===== src/sm3_pkg.sv =====
`timescale 1ns / 1ps
// ----------------------------------------------------------------------------
// SM3 hash engine package
// Shared types and constants for the front end, word queue and round core.
// ----------------------------------------------------------------------------
package sm3_pkg;

    localparam logic [31:0] IV0 = 32'h7380166f;
    localparam logic [31:0] IV1 = 32'h4914b2b9;
    localparam logic [31:0] IV2 = 32'h172442d7;
    localparam logic [31:0] IV3 = 32'hda8a0600;
    localparam logic [31:0] IV4 = 32'ha96f30bc;
    localparam logic [31:0] IV5 = 32'h163138aa;
    localparam logic [31:0] IV6 = 32'he38dee4d;
    localparam logic [31:0] IV7 = 32'hb0fb0e4e;
    localparam logic [31:0] T_LOW  = 32'h79cc4519;
    localparam logic [31:0] T_HIGH = 32'h7a879d8a;
    localparam logic [31:0] PAD_MARK = 32'h80000000;
    localparam logic [3:0]  LEN_POS  = 4'd14;

    // One word pushed into the block buffer, with a flag marking the final
    // word of a message (digest is emitted after that block is compressed).
    typedef struct packed {
        logic [31:0] data;
        logic        fin;
    } qword_t;

    function automatic logic [31:0] rotl(input logic [31:0] x, input logic [4:0] n);
        logic [63:0] d;
        d = {x, x} << n;
        return d[63:32];
    endfunction

    function automatic logic [31:0] perm0(input logic [31:0] x);
        return x ^ rotl(x, 5'd9) ^ rotl(x, 5'd17);
    endfunction

    function automatic logic [31:0] perm1(input logic [31:0] x);
        return x ^ rotl(x, 5'd15) ^ rotl(x, 5'd23);
    endfunction

endpackage


===== src/sm3_if.sv =====
`timescale 1ns / 1ps
// ----------------------------------------------------------------------------
// SM3 stream interfaces
// Valid/ready channels for message words and for digests.
// ----------------------------------------------------------------------------
interface sm3_in_if;
    logic        valid;
    logic        ready;
    logic [31:0] data_word;
    logic [2:0]  byte_count;
    logic        last;
    modport source (output valid, data_word, byte_count, last, input ready);
    modport sink   (input valid, data_word, byte_count, last, output ready);
endinterface

interface sm3_out_if;
    logic        valid;
    logic        ready;
    logic [63:0] digest_hi;
    logic [63:0] digest_mid_hi;
    logic [63:0] digest_mid_lo;
    logic [63:0] digest_lo;
    modport source (output valid, digest_hi, digest_mid_hi, digest_mid_lo, digest_lo,
                    input ready);
    modport sink   (input valid, digest_hi, digest_mid_hi, digest_mid_lo, digest_lo,
                    output ready);
endinterface


===== src/sm3_hash_engine.sv =====
`timescale 1ns / 1ps
// ----------------------------------------------------------------------------
// SM3 hash engine
// Streaming SM3 hash with padding and a 256-bit digest output.
// ----------------------------------------------------------------------------
// Usage: message bytes enter on in_ch as big-endian 32-bit words, first byte
// in bits 31:24. byte_count gives the valid bytes from the top and counts only
// on the word marked last; other words always count as four bytes.
// The front end tracks the bit length and appends the 0x80 marker, zero fill
// and the 64-bit length; words pass through a four-entry queue to the round
// core, which loads 16 words (one per cycle while the queue holds words) and
// then runs 64 rounds at one per cycle. After the last word the front end
// pushes padding at one word per cycle while the queue has room; one or two
// final blocks are then compressed and the digest appears on out_ch. One
// digest is held in an output register; if the receiver stalls the core
// waits before writing the next one, and the queue then back-pressures in_ch.
// Reset restores the initial value, clears the counters and drops any partial
// message.
// ----------------------------------------------------------------------------
module sm3_hash_engine (
    input  logic       clk,
    input  logic       rst_n,
    sm3_in_if.sink     in_ch,
    sm3_out_if.source  out_ch
);
    import sm3_pkg::*;

    qword_t f_data, c_data;
    logic   f_valid, f_ready, c_valid, c_ready;

    sm3_front u_front (
        .clk     (clk),
        .rst_n   (rst_n),
        .in_ch   (in_ch),
        .q_data  (f_data),
        .q_valid (f_valid),
        .q_ready (f_ready)
    );

    sm3_queue u_queue (
        .clk      (clk),
        .rst_n    (rst_n),
        .wr_data  (f_data),
        .wr_valid (f_valid),
        .wr_ready (f_ready),
        .rd_data  (c_data),
        .rd_valid (c_valid),
        .rd_ready (c_ready)
    );

    sm3_core u_core (
        .clk     (clk),
        .rst_n   (rst_n),
        .q_data  (c_data),
        .q_valid (c_valid),
        .q_ready (c_ready),
        .out_ch  (out_ch)
    );

endmodule


===== src/sm3_front.sv =====
`timescale 1ns / 1ps
// ----------------------------------------------------------------------------
// SM3 front end
// Accepts message words, counts bits and generates the padding words.
// ----------------------------------------------------------------------------
module sm3_front (
    input  logic             clk,
    input  logic             rst_n,
    sm3_in_if.sink           in_ch,
    output sm3_pkg::qword_t  q_data,
    output logic             q_valid,
    input  logic             q_ready
);
    import sm3_pkg::*;

    typedef enum logic [1:0] {
        S_PASS,
        S_FILL,
        S_LEN_HI,
        S_LEN_LO
    } state_t;

    state_t      state_reg, state_next;
    logic [3:0]  pos_reg, pos_next;
    logic [63:0] len_reg, len_next;
    logic [31:0] hold_reg, hold_next;    // 0x80 marker word still to push
    logic        hold_v_reg, hold_v_next;

    logic [2:0]  cnt;
    logic [31:0] keep;
    logic [63:0] len_add;
    logic        push;

    assign cnt = (!in_ch.last || in_ch.byte_count > 3'd4) ? 3'd4 : in_ch.byte_count;
    assign len_add = len_reg + {58'd0, cnt, 3'b000};

    always_comb
    begin
        case (cnt)
            3'd0:    keep = 32'h00000000;
            3'd1:    keep = 32'hff000000;
            3'd2:    keep = 32'hffff0000;
            3'd3:    keep = 32'hffffff00;
            default: keep = 32'hffffffff;
        endcase
    end

    assign in_ch.ready = (state_reg == S_PASS) && q_ready;

    always_comb
    begin
        state_next  = state_reg;
        pos_next    = pos_reg;
        len_next    = len_reg;
        hold_next   = hold_reg;
        hold_v_next = hold_v_reg;
        q_valid     = 1'b0;
        q_data      = '{data: 32'd0, fin: 1'b0};
        case (state_reg)
            S_PASS:
            begin
                q_valid = in_ch.valid;
                if (!in_ch.last || cnt == 3'd4)
                    q_data.data = in_ch.data_word;
                else
                    q_data.data = (in_ch.data_word & keep) | (PAD_MARK >> {cnt, 3'b000});
                if (in_ch.valid && q_ready)
                begin
                    len_next = len_add;
                    pos_next = pos_reg + 4'd1;
                    if (in_ch.last)
                    begin
                        hold_next   = PAD_MARK;
                        hold_v_next = (cnt == 3'd4);
                        state_next  = S_FILL;
                    end
                end
            end
            S_FILL:
            begin
                q_valid = 1'b1;
                if (hold_v_reg)
                    q_data.data = hold_reg;
                else if (pos_reg == LEN_POS)
                    q_data.data = len_reg[63:32];
                if (q_ready)
                begin
                    pos_next    = pos_reg + 4'd1;
                    hold_v_next = 1'b0;
                    if (!hold_v_reg && pos_reg == LEN_POS)
                        state_next = S_LEN_LO;
                end
            end
            S_LEN_LO:
            begin
                q_valid     = 1'b1;
                q_data.data = len_reg[31:0];
                q_data.fin  = 1'b1;
                if (q_ready)
                begin
                    pos_next   = 4'd0;
                    len_next   = 64'd0;
                    state_next = S_PASS;
                end
            end
            default:
            begin
                state_next = S_PASS;
            end
        endcase
    end

    always_ff @(posedge clk or negedge rst_n)
    begin
        if (!rst_n)
        begin
            state_reg  <= S_PASS;
            pos_reg    <= 4'd0;
            len_reg    <= 64'd0;
            hold_v_reg <= 1'b0;
        end
        else
        begin
            state_reg  <= state_next;
            pos_reg    <= pos_next;
            len_reg    <= len_next;
            hold_v_reg <= hold_v_next;
        end
    end

    always_ff @(posedge clk)
    begin
        hold_reg <= hold_next;
    end

endmodule


===== src/sm3_queue.sv =====
`timescale 1ns / 1ps
// ----------------------------------------------------------------------------
// SM3 word queue
// Four-entry FIFO between the front end and the round core.
// ----------------------------------------------------------------------------
module sm3_queue (
    input  logic             clk,
    input  logic             rst_n,
    input  sm3_pkg::qword_t  wr_data,
    input  logic             wr_valid,
    output logic             wr_ready,
    output sm3_pkg::qword_t  rd_data,
    output logic             rd_valid,
    input  logic             rd_ready
);
    import sm3_pkg::*;

    qword_t     mem_reg [4];
    logic [1:0] wp_reg, rp_reg;
    logic [2:0] cnt_reg;
    logic       wr, rd;

    assign wr_ready = cnt_reg != 3'd4;
    assign rd_valid = cnt_reg != 3'd0;
    assign rd_data  = mem_reg[rp_reg];
    assign wr = wr_valid && wr_ready;
    assign rd = rd_valid && rd_ready;

    always_ff @(posedge clk or negedge rst_n)
    begin
        if (!rst_n)
        begin
            wp_reg  <= 2'd0;
            rp_reg  <= 2'd0;
            cnt_reg <= 3'd0;
        end
        else
        begin
            if (wr)
                wp_reg <= wp_reg + 2'd1;
            if (rd)
                rp_reg <= rp_reg + 2'd1;
            cnt_reg <= cnt_reg + {2'd0, wr} - {2'd0, rd};
        end
    end

    always_ff @(posedge clk)
    begin
        if (wr)
            mem_reg[wp_reg] <= wr_data;
    end

endmodule


===== src/sm3_core.sv =====
`timescale 1ns / 1ps
// ----------------------------------------------------------------------------
// SM3 round core
// Collects 16-word blocks, expands on the fly and runs 64 rounds per block.
// ----------------------------------------------------------------------------
module sm3_core (
    input  logic             clk,
    input  logic             rst_n,
    input  sm3_pkg::qword_t  q_data,
    input  logic             q_valid,
    output logic             q_ready,
    sm3_out_if.source        out_ch
);
    import sm3_pkg::*;

    typedef enum logic [1:0] {
        S_LOAD,
        S_ROUND,
        S_DONE
    } state_t;

    state_t      state_reg;
    logic [3:0]  pos_reg;
    logic [5:0]  rnd_reg;
    logic        fin_reg;
    logic [31:0] w_reg [16];     // sliding window of expanded words W[j..j+15]
    logic [31:0] cv_reg [8];
    logic [31:0] v_reg [8];
    logic [31:0] tr_reg;         // round constant already rotated by j
    logic        ov_reg;
    logic [63:0] d0_reg, d1_reg, d2_reg, d3_reg;

    logic [31:0] wn, a12, s1, s2, f, g, t1, t2;
    logic        low;
    logic        emit;

    assign low = ~rnd_reg[5] & ~rnd_reg[4];
    assign wn  = perm1(w_reg[0] ^ w_reg[7] ^ rotl(w_reg[13], 5'd15))
               ^ rotl(w_reg[3], 5'd7) ^ w_reg[10];
    assign a12 = rotl(v_reg[0], 5'd12);
    assign s1  = rotl(a12 + v_reg[4] + tr_reg, 5'd7);
    assign s2  = s1 ^ a12;
    assign f   = low ? (v_reg[0] ^ v_reg[1] ^ v_reg[2])
                     : ((v_reg[0] & v_reg[1]) | (v_reg[0] & v_reg[2]) | (v_reg[1] & v_reg[2]));
    assign g   = low ? (v_reg[4] ^ v_reg[5] ^ v_reg[6])
                     : ((v_reg[4] & v_reg[5]) | (~v_reg[4] & v_reg[6]));
    assign t1  = f + v_reg[3] + s2 + (w_reg[0] ^ w_reg[4]);
    assign t2  = g + v_reg[7] + s1 + w_reg[0];

    assign emit = (state_reg == S_DONE) && (!ov_reg || out_ch.ready);

    assign q_ready = (state_reg == S_LOAD);
    assign out_ch.valid         = ov_reg;
    assign out_ch.digest_hi     = d0_reg;
    assign out_ch.digest_mid_hi = d1_reg;
    assign out_ch.digest_mid_lo = d2_reg;
    assign out_ch.digest_lo     = d3_reg;

    always_ff @(posedge clk or negedge rst_n)
    begin
        if (!rst_n)
        begin
            state_reg <= S_LOAD;
            pos_reg   <= 4'd0;
            rnd_reg   <= 6'd0;
            fin_reg   <= 1'b0;
            ov_reg    <= 1'b0;
            cv_reg    <= '{IV0, IV1, IV2, IV3, IV4, IV5, IV6, IV7};
        end
        else
        begin
            if (emit)
                ov_reg <= 1'b1;
            else if (out_ch.valid && out_ch.ready)
                ov_reg <= 1'b0;
            case (state_reg)
                S_LOAD:
                begin
                    if (q_valid)
                    begin
                        pos_reg <= pos_reg + 4'd1;
                        if (pos_reg == 4'd15)
                        begin
                            fin_reg   <= q_data.fin;
                            rnd_reg   <= 6'd0;
                            state_reg <= S_ROUND;
                        end
                    end
                end
                S_ROUND:
                begin
                    rnd_reg <= rnd_reg + 6'd1;
                    if (rnd_reg == 6'd63)
                    begin
                        // Fold in the working state as it stands after the last round.
                        cv_reg[0] <= cv_reg[0] ^ t1;
                        cv_reg[1] <= cv_reg[1] ^ v_reg[0];
                        cv_reg[2] <= cv_reg[2] ^ rotl(v_reg[1], 5'd9);
                        cv_reg[3] <= cv_reg[3] ^ v_reg[2];
                        cv_reg[4] <= cv_reg[4] ^ perm0(t2);
                        cv_reg[5] <= cv_reg[5] ^ v_reg[4];
                        cv_reg[6] <= cv_reg[6] ^ rotl(v_reg[5], 5'd19);
                        cv_reg[7] <= cv_reg[7] ^ v_reg[6];
                        state_reg <= fin_reg ? S_DONE : S_LOAD;
                    end
                end
                S_DONE:
                begin
                    // Wait until any earlier digest has been taken.
                    if (emit)
                    begin
                        cv_reg    <= '{IV0, IV1, IV2, IV3, IV4, IV5, IV6, IV7};
                        state_reg <= S_LOAD;
                    end
                end
                default:
                begin
                    state_reg <= S_LOAD;
                end
            endcase
        end
    end

    always_ff @(posedge clk)
    begin
        if (state_reg == S_LOAD && q_valid)
        begin
            for (int i = 0; i < 15; i++)
                w_reg[i] <= w_reg[i + 1];
            w_reg[15] <= q_data.data;
            if (pos_reg == 4'd15)
            begin
                v_reg  <= cv_reg;
                tr_reg <= T_LOW;
            end
        end
        else if (state_reg == S_ROUND)
        begin
            for (int i = 0; i < 15; i++)
                w_reg[i] <= w_reg[i + 1];
            w_reg[15] <= wn;
            tr_reg    <= (rnd_reg == 6'd15) ? rotl(T_HIGH, 5'd16) : rotl(tr_reg, 5'd1);
            v_reg[3]  <= v_reg[2];
            v_reg[2]  <= rotl(v_reg[1], 5'd9);
            v_reg[1]  <= v_reg[0];
            v_reg[0]  <= t1;
            v_reg[7]  <= v_reg[6];
            v_reg[6]  <= rotl(v_reg[5], 5'd19);
            v_reg[5]  <= v_reg[4];
            v_reg[4]  <= perm0(t2);
        end
        if (emit)
        begin
            d0_reg <= {cv_reg[0], cv_reg[1]};
            d1_reg <= {cv_reg[2], cv_reg[3]};
            d2_reg <= {cv_reg[4], cv_reg[5]};
            d3_reg <= {cv_reg[6], cv_reg[7]};
        end
    end

endmodule


===== src/flat_wrapper.sv =====
// flat-port wrapper written by rule: the top's interface ports become plain ports
module sm3_hash_engine_flat import sm3_pkg::*;
  (clk, rst_n, in_ch_valid, in_ch_data_word, in_ch_byte_count, in_ch_last, in_ch_ready, out_ch_valid, out_ch_digest_hi, out_ch_digest_mid_hi, out_ch_digest_mid_lo, out_ch_digest_lo, out_ch_ready);
  sm3_in_if in_ch_i ();
  sm3_out_if out_ch_i ();
  input  logic clk;
  input  logic rst_n;
  input wire logic [$bits(in_ch_i.valid)-1:0] in_ch_valid;
  input wire logic [$bits(in_ch_i.data_word)-1:0] in_ch_data_word;
  input wire logic [$bits(in_ch_i.byte_count)-1:0] in_ch_byte_count;
  input wire logic [$bits(in_ch_i.last)-1:0] in_ch_last;
  output wire logic [$bits(in_ch_i.ready)-1:0] in_ch_ready;
  output wire logic [$bits(out_ch_i.valid)-1:0] out_ch_valid;
  output wire logic [$bits(out_ch_i.digest_hi)-1:0] out_ch_digest_hi;
  output wire logic [$bits(out_ch_i.digest_mid_hi)-1:0] out_ch_digest_mid_hi;
  output wire logic [$bits(out_ch_i.digest_mid_lo)-1:0] out_ch_digest_mid_lo;
  output wire logic [$bits(out_ch_i.digest_lo)-1:0] out_ch_digest_lo;
  input wire logic [$bits(out_ch_i.ready)-1:0] out_ch_ready;
  assign in_ch_i.valid = in_ch_valid;
  assign in_ch_i.data_word = in_ch_data_word;
  assign in_ch_i.byte_count = in_ch_byte_count;
  assign in_ch_i.last = in_ch_last;
  assign in_ch_ready = in_ch_i.ready;
  assign out_ch_valid = out_ch_i.valid;
  assign out_ch_digest_hi = out_ch_i.digest_hi;
  assign out_ch_digest_mid_hi = out_ch_i.digest_mid_hi;
  assign out_ch_digest_mid_lo = out_ch_i.digest_mid_lo;
  assign out_ch_digest_lo = out_ch_i.digest_lo;
  assign out_ch_i.ready = out_ch_ready;
  sm3_hash_engine u_core (.clk(clk), .rst_n(rst_n), .in_ch(in_ch_i), .out_ch(out_ch_i));
endmodule

===== config.mk =====
export PLATFORM = sky130hd
export DESIGN_NAME = sm3_hash_engine_flat
export DESIGN_NICKNAME = d
export VERILOG_FILES = /design/src/sm3_pkg.sv /design/src/sm3_if.sv /design/src/sm3_hash_engine.sv /design/src/sm3_front.sv /design/src/sm3_queue.sv /design/src/sm3_core.sv /design/src/flat_wrapper.sv
export SDC_FILE = /design/constraint.sdc
export NUM_CORES = 2
export LEC_CHECK = 0
export ABC_CLOCK_PERIOD_IN_PS = 18900
export BUFFER_PORTS_ARGS = -buffer_cell sky130_fd_sc_hd__buf_2
export CORE_MARGIN = 2
export CORE_UTILIZATION = 36
export DETAILED_ROUTE_END_ITERATION = 12
export PLACE_DENSITY = 0.57
export SLEW_MARGIN = 20
export SYNTH_ARGS = -nofsm -noshare
export SYNTH_HDL_FRONTEND = slang
export SYNTH_HIERARCHICAL = 1
export SYNTH_SLANG_ARGS = --single-unit

===== constraint.sdc =====
create_clock -name clk -period 18.9 [get_ports clk]
set_clock_uncertainty 0.2 [all_clocks]
set_input_delay 0.945 -clock clk [delete_from_list [all_inputs] [get_ports clk]]
set_output_delay 0.945 -clock clk [all_outputs]
set_load 0.05 [all_outputs]

# Word level (Yosys, flattened, before mapping)
# Memory sizes are Yosys's and may differ from the RTL's.
# Cells that the tools add are included.
dict set report classes {
  n_lt_le_gt_ge 1
  muxes 71
  reduce_logical 35
  addsub 16
  shift 1
  n_eq_ne 23
  bitwise_logic 52
}
# operator count
set ops {}
lappend ops {{$mux W256} 5}
lappend ops {{$mux W32} 25}
lappend ops {{$xor A32 B32 Y32} 22}
lappend ops {{$pmux W256 S2} 1}
lappend ops {{$add A32 B32 Y32} 8}
lappend ops {{$and A32 B32 Y32} 6}
lappend ops {{$mux W64} 2}
lappend ops {{$or A32 B32 Y32} 4}
lappend ops {{$pmux W32 S4} 1}
lappend ops {{$pmux W64 S2} 1}
lappend ops {{$pmux W32 S3} 1}
lappend ops {{$add A64 B6 Y64} 1}
lappend ops {{$not A32 Y32} 1}
lappend ops {{$shr A32 B6 Y32 const A} 1}
lappend ops {{$mux W2} 10}
lappend ops {{$ne A2 B2 Y1 const B} 9}
lappend ops {{$or A1 B1 Y1} 16}
lappend ops {{$mux W1} 13}
lappend ops {{$mux W4} 3}
lappend ops {{$mux W6} 2}
lappend ops {{$pmux W2 S3} 2}
lappend ops {{$pmux W4 S3} 1}
lappend ops {{$pmux W6 S2} 1}
lappend ops {{$reduce_and A3 Y1} 4}
lappend ops {{other kinds (31)} 59}
dict set report totals {
  input_bits 40
  ramBits 644
  reg_bits 892
  elab_cells 234
  memories 2
}
# name words width read_ports rd_clocked_by_memory_dff write_ports line
set mem_list {}
lappend mem_list {u_core.u_core.w_reg 16 32 16 0 16 sm3_core.sv:26} ;# logic [31:0] w_reg [16];
lappend mem_list {u_core.u_queue.mem_reg 4 33 1 0 1 sm3_queue.sv:18} ;# qword_t mem_reg [4];

# Logic depth before layout (Yosys ltp)
dict set report logic_depth {
  depth_word 12
  ltp_mapped 31
}

# By module
# Netlist, hierarchy kept.
# mod seq_area_each_um2 instances cells_per_inst area_each_um2
set by_module_without_submodules {}
lappend by_module_without_submodules {sm3_core 38615.8 1 4778 60605.6}
lappend by_module_without_submodules {sm3_queue 4139.0 1 214 5282.6}
lappend by_module_without_submodules {sm3_front 1701.6 1 514 4304.1}

# Worst setup path before layout
# No wires, ideal clock.
dict set report synth_path {
  path_type {reg2reg}
  from {register u_core.u_queue.cnt_reg[1]}
  to {memory u_core.u_core.w_reg[0][0] (enable)}
  stages_incl_launch_ff 6
  n_path_buf 2
  t_arrival_ns 9.752
  path_slack_ns 5.269
  t_required_ns 15.021
  cell_sequence {dfrtp_1 -> or3_1 -> nand2_1 -> clkbuf_1 -> clkbuf_1 -> nand2_1}
}
# element line
set synth_rtl {}
lappend synth_rtl {{from (decl)} sm3_queue.sv:20} ;# logic [2:0] cnt_reg;
lappend synth_rtl {{from (signal assigned)} sm3_queue.sv:43} ;# cnt_reg <= cnt_reg + {2'd0, wr} - {2'd0, rd};
lappend synth_rtl {{to (decl)} sm3_core.sv:26}

# Worst setup path in the final report
dict set report layout_path {
  from {register u_core/u_core/v_reg[97] (netlist name)}
  to {register u_core.u_core.v_reg, in the netlist u_core/u_core/a12[11] (data pin)}
}
dict set report layout_between {
  elab_chain_cells 7
}
# element line
set layout_lines {}
lappend layout_lines {{from (decl)} sm3_core.sv:28} ;# logic [31:0] v_reg [8];
lappend layout_lines {{from (signal assigned)} sm3_core.sv:133} ;# v_reg <= cv_reg;
lappend layout_lines {{$add A32 B32 Y32 (2 in series)} sm3_core.sv:41} ;# assign s1 = rotl(a12 + v_reg[4] + tr_reg, 5'd7);
lappend layout_lines {{$xor A32 B32 Y32} sm3_core.sv:42} ;# assign s2 = s1 ^ a12;
lappend layout_lines {{$add A32 B32 Y32 (2 in series)} sm3_core.sv:47} ;# assign t1 = f + v_reg[3] + s2 + (w_reg[0] ^ w_reg[4]);
lappend layout_lines {{$mux W256} sm3_core.sv:137} ;# else if (state_reg == S_ROUND)
lappend layout_lines {{$mux W256} sm3_core.sv:126} ;# if (state_reg == S_LOAD && q_valid)
# Every way passes these cells. The select of a mux whose other input is x is not followed.
# A chain may end at the register's enable or synchronous reset.

==> qor.yml <==
final_nets: 6149
synth_top_family_by_area: "simple AND/OR/NAND/NOR gates"
globalRoute.busiestLayer: "met2"
synth-async-reset-ratio_pct: 22.5
synthDistinctLibCells: 102
final.min_clock_period_ns: 8.55
grt_pass1_wl_mm: 294
setup_tns_ns: 0
antenna_violating_nets_post_route: 0
start_util_pct: 36.1
synth_common_cells: "edfxtp_1, nand2_1, xnor2_1, nor2_1, o21ai_0"
synth_xor_area_share_pct: 7.22
synthToLayoutAreaGrowth_pct: 14.1
yosys.area.top_type: "edfxtp_1"
use_met3_pct: 3.33
drv_cap: 0
clkLatencyLatePin_ns: 0.82
grt_util_met2_pct: 32.8
synthMuxAreaShare_pct: 1.83
synth-simple-area-share_pct: 11.0
cts_tree: "yes"
ys_dominant_reg_cell: "edfxtp_1"
post-cts-setup-buffers: 0
rsz0062_at_grt: "no"
initialDrtViolationCount: 4425
drive_gt1_share_pct: 13.3
hpwlAfterDp_mm: 146
gp_congestion: 0.935
drc: 0
fin_crit_sh_pct: 45.3
largest_reg_flops: 512
holdCritPathClass: "flop to flop"
rows: 162
hold_viol: 0
io_pins: 298
synth_seq_cells: 1533
antenna_found_initial: 2
clock_sinks: 1533
dr.pass1.iters: 8
status: "completed"
cp_slowest_cell: "o41ai_1"
grt.met1_usage_pct: 27.9
grt_overflow: 0
numCtsBuffers: 166
dieArea_sq_um: 199000
synth_most_common_cell: "edfxtp_1"
min_from: "u_core/u_core/w_reg[0][87]"
syn_area_sq_um: 70200
synth-edff-count: 1188
io_buffer_count: 297
crit_type: "flop to flop"
core_sq_um: 194000
synthCells: 5506
avgSynthCellArea_sq_um: 12.7
setup_violations: 0
viasPerCell: 5.16
die_w_microns: 446
synthAdderAreaFrac_pct: 7.29
grt_pass1_vias: 41800
track_usage_pct: 20.4
routed_wl_mm: 205
crit_path_frequent_cell: "fa_1"
die_h_microns: 446
r2r-start: "u_core/u_core/v_reg[97]"
path_clk_slew_ns: 0.07
vias: 43900
synth_compound_area_share_pct: 6.69
startpoint: "u_core/u_core/v_reg[97]"
wire_per_inst_microns: 24.0
max_stage_delay_ns: 0.62
max_slew_margin_pct: 13.8
cp.arrival_ns: 8.85
cp-start-kind: "flop"
cts_buffer_depth: 3
end_kind: "flop"
cts_resized: 0
ys.warnings.count: 6
worstPathMaxFanout: 6
synthTopCellsByArea: "edfxtp_1, dfrtp_1, fa_1"
syn-num-nets: 5841
root_buffer: "clkbuf_16"
yosysTopAreaCellShare_pct: 50.8
synth-seq-area-share_pct: 63.3
crit_required_ns: 19.20
cts-htree-levels: 4
worst_pin_slew_ns: 1.29
grt_max_degree: 193
timing.fmax_mhz: 117
slew_viol_final: 0
-- path summary, 6_finish.rpt --
| kind | cells past startpoint | end | slack (ns) |
|---|---|---|---|
| setup / recovery | 29 | u_core/u_core/a12[11] | 10.35 |
| hold / removal | 0 | u_core/u_core/w_reg[0][55] | 0.20 |
| setup reg to reg | 29 | u_core/u_core/a12[11] | 10.35 |
| hold reg to reg | 0 | u_core/u_core/w_reg[0][55] | 0.20 |
| max in group asynchronous | 5 | u_core/u_core/cv_reg[239] | 15.08 |
| min in group asynchronous | 2 | u_core/u_core/cv_reg[40] | 0.46 |
-- worst max-delay path: cells and delay by family, from the launching register on --
family | cells | cell delay, ns
AND/OR/NAND/NOR | 1 | 0.06
buffers and inverters | 4 | 0.31
flip-flops | 1 | 0.43
adder cells (fa/ha/maj) | 7 | 2.55
XOR/XNOR | 3 | 0.84
AO/OA/AOI/OAI | 14 | 3.81
-- per-layer routing --
metal	wire length (microns)	vias to the layer above	share of wire [%]
li1	-	20000	-
met1	88700	22100	43
met2	96500	1526	47
met3	11700	266	5.7
met4	7660	0	3.7
met5	0	-	0
-- cell families (layout without fill, tap and decap cells) --
logic type,count (synthesis),after routing
other cells,0,8
flops,1533,1533
fa+ha+maj,295,295
mux,85,85
xor+xnor,568,568
buf+inv,480,932
compound gates,791,791
simple gates,1754,1754
-- final cells by class --
type | instances | area, sq um
multi-input cells | 3493 | 23900
flip-flops and latches | 1533 | 44500
inverters | 274 | 1040
fillers | 18000 | 114000
diodes | 8 | 20.0
clock inverters | 92 | 986
well taps | 2542 | 3180
repair buffers | 346 | 1960
clock buffers | 220 | 4470
-- metrics by stage --
| step | std cells | setup slack [ns] | hold slack (ns) | cell area, sq um | utilization, % |
|---|---|---|---|---|---|
| floorplan | 5506 | 5.27 | 0.200 | 70200 | - |
| global placement | 8184 | 10.58 | 0.200 | 74500 | 38.3 |
| detailed placement | 8185 | 10.45 | 0.205 | 74500 | 38.3 |
| CTS | 8498 | 10.39 | 0.210 | 80000 | 41.1 |
| global route | 8504 | 9.82 | 0.217 | 80100 | 41.2 |
| finish | 8508 | 10.35 | 0.202 | 80100 | 41.2 |
-- layout by cell type (no fill, tap or decap), drive strengths merged, types with 15 or more instances in the layout --
cell type and instances:
and3 122, nor2 285, edfxtp 1188, a21oi 281, xnor2 339, or4 15
or3 62, a21o 31, nor4 16, nand4 22, clkinv 61, xor2 223
dfstp 119, nor3 71, a222oi 24, o31ai 20, buf 345, nand2 989
dfrtp 226, inv 284, fa 190, clkbuf 220, nand2b 16, mux4 33
ha 105, o21ai 305, mux2i 52, nand3 101
-- repair_timing --
item                                   CTS  global route
endpoints found under the hold margin   37             0
hold buffers                             1             0
setup endpoints to repair                0             0
Power is left out: the tool's default activity adds up to more than one toggle a clock period on the data nets, which glitch-free logic cannot reach.
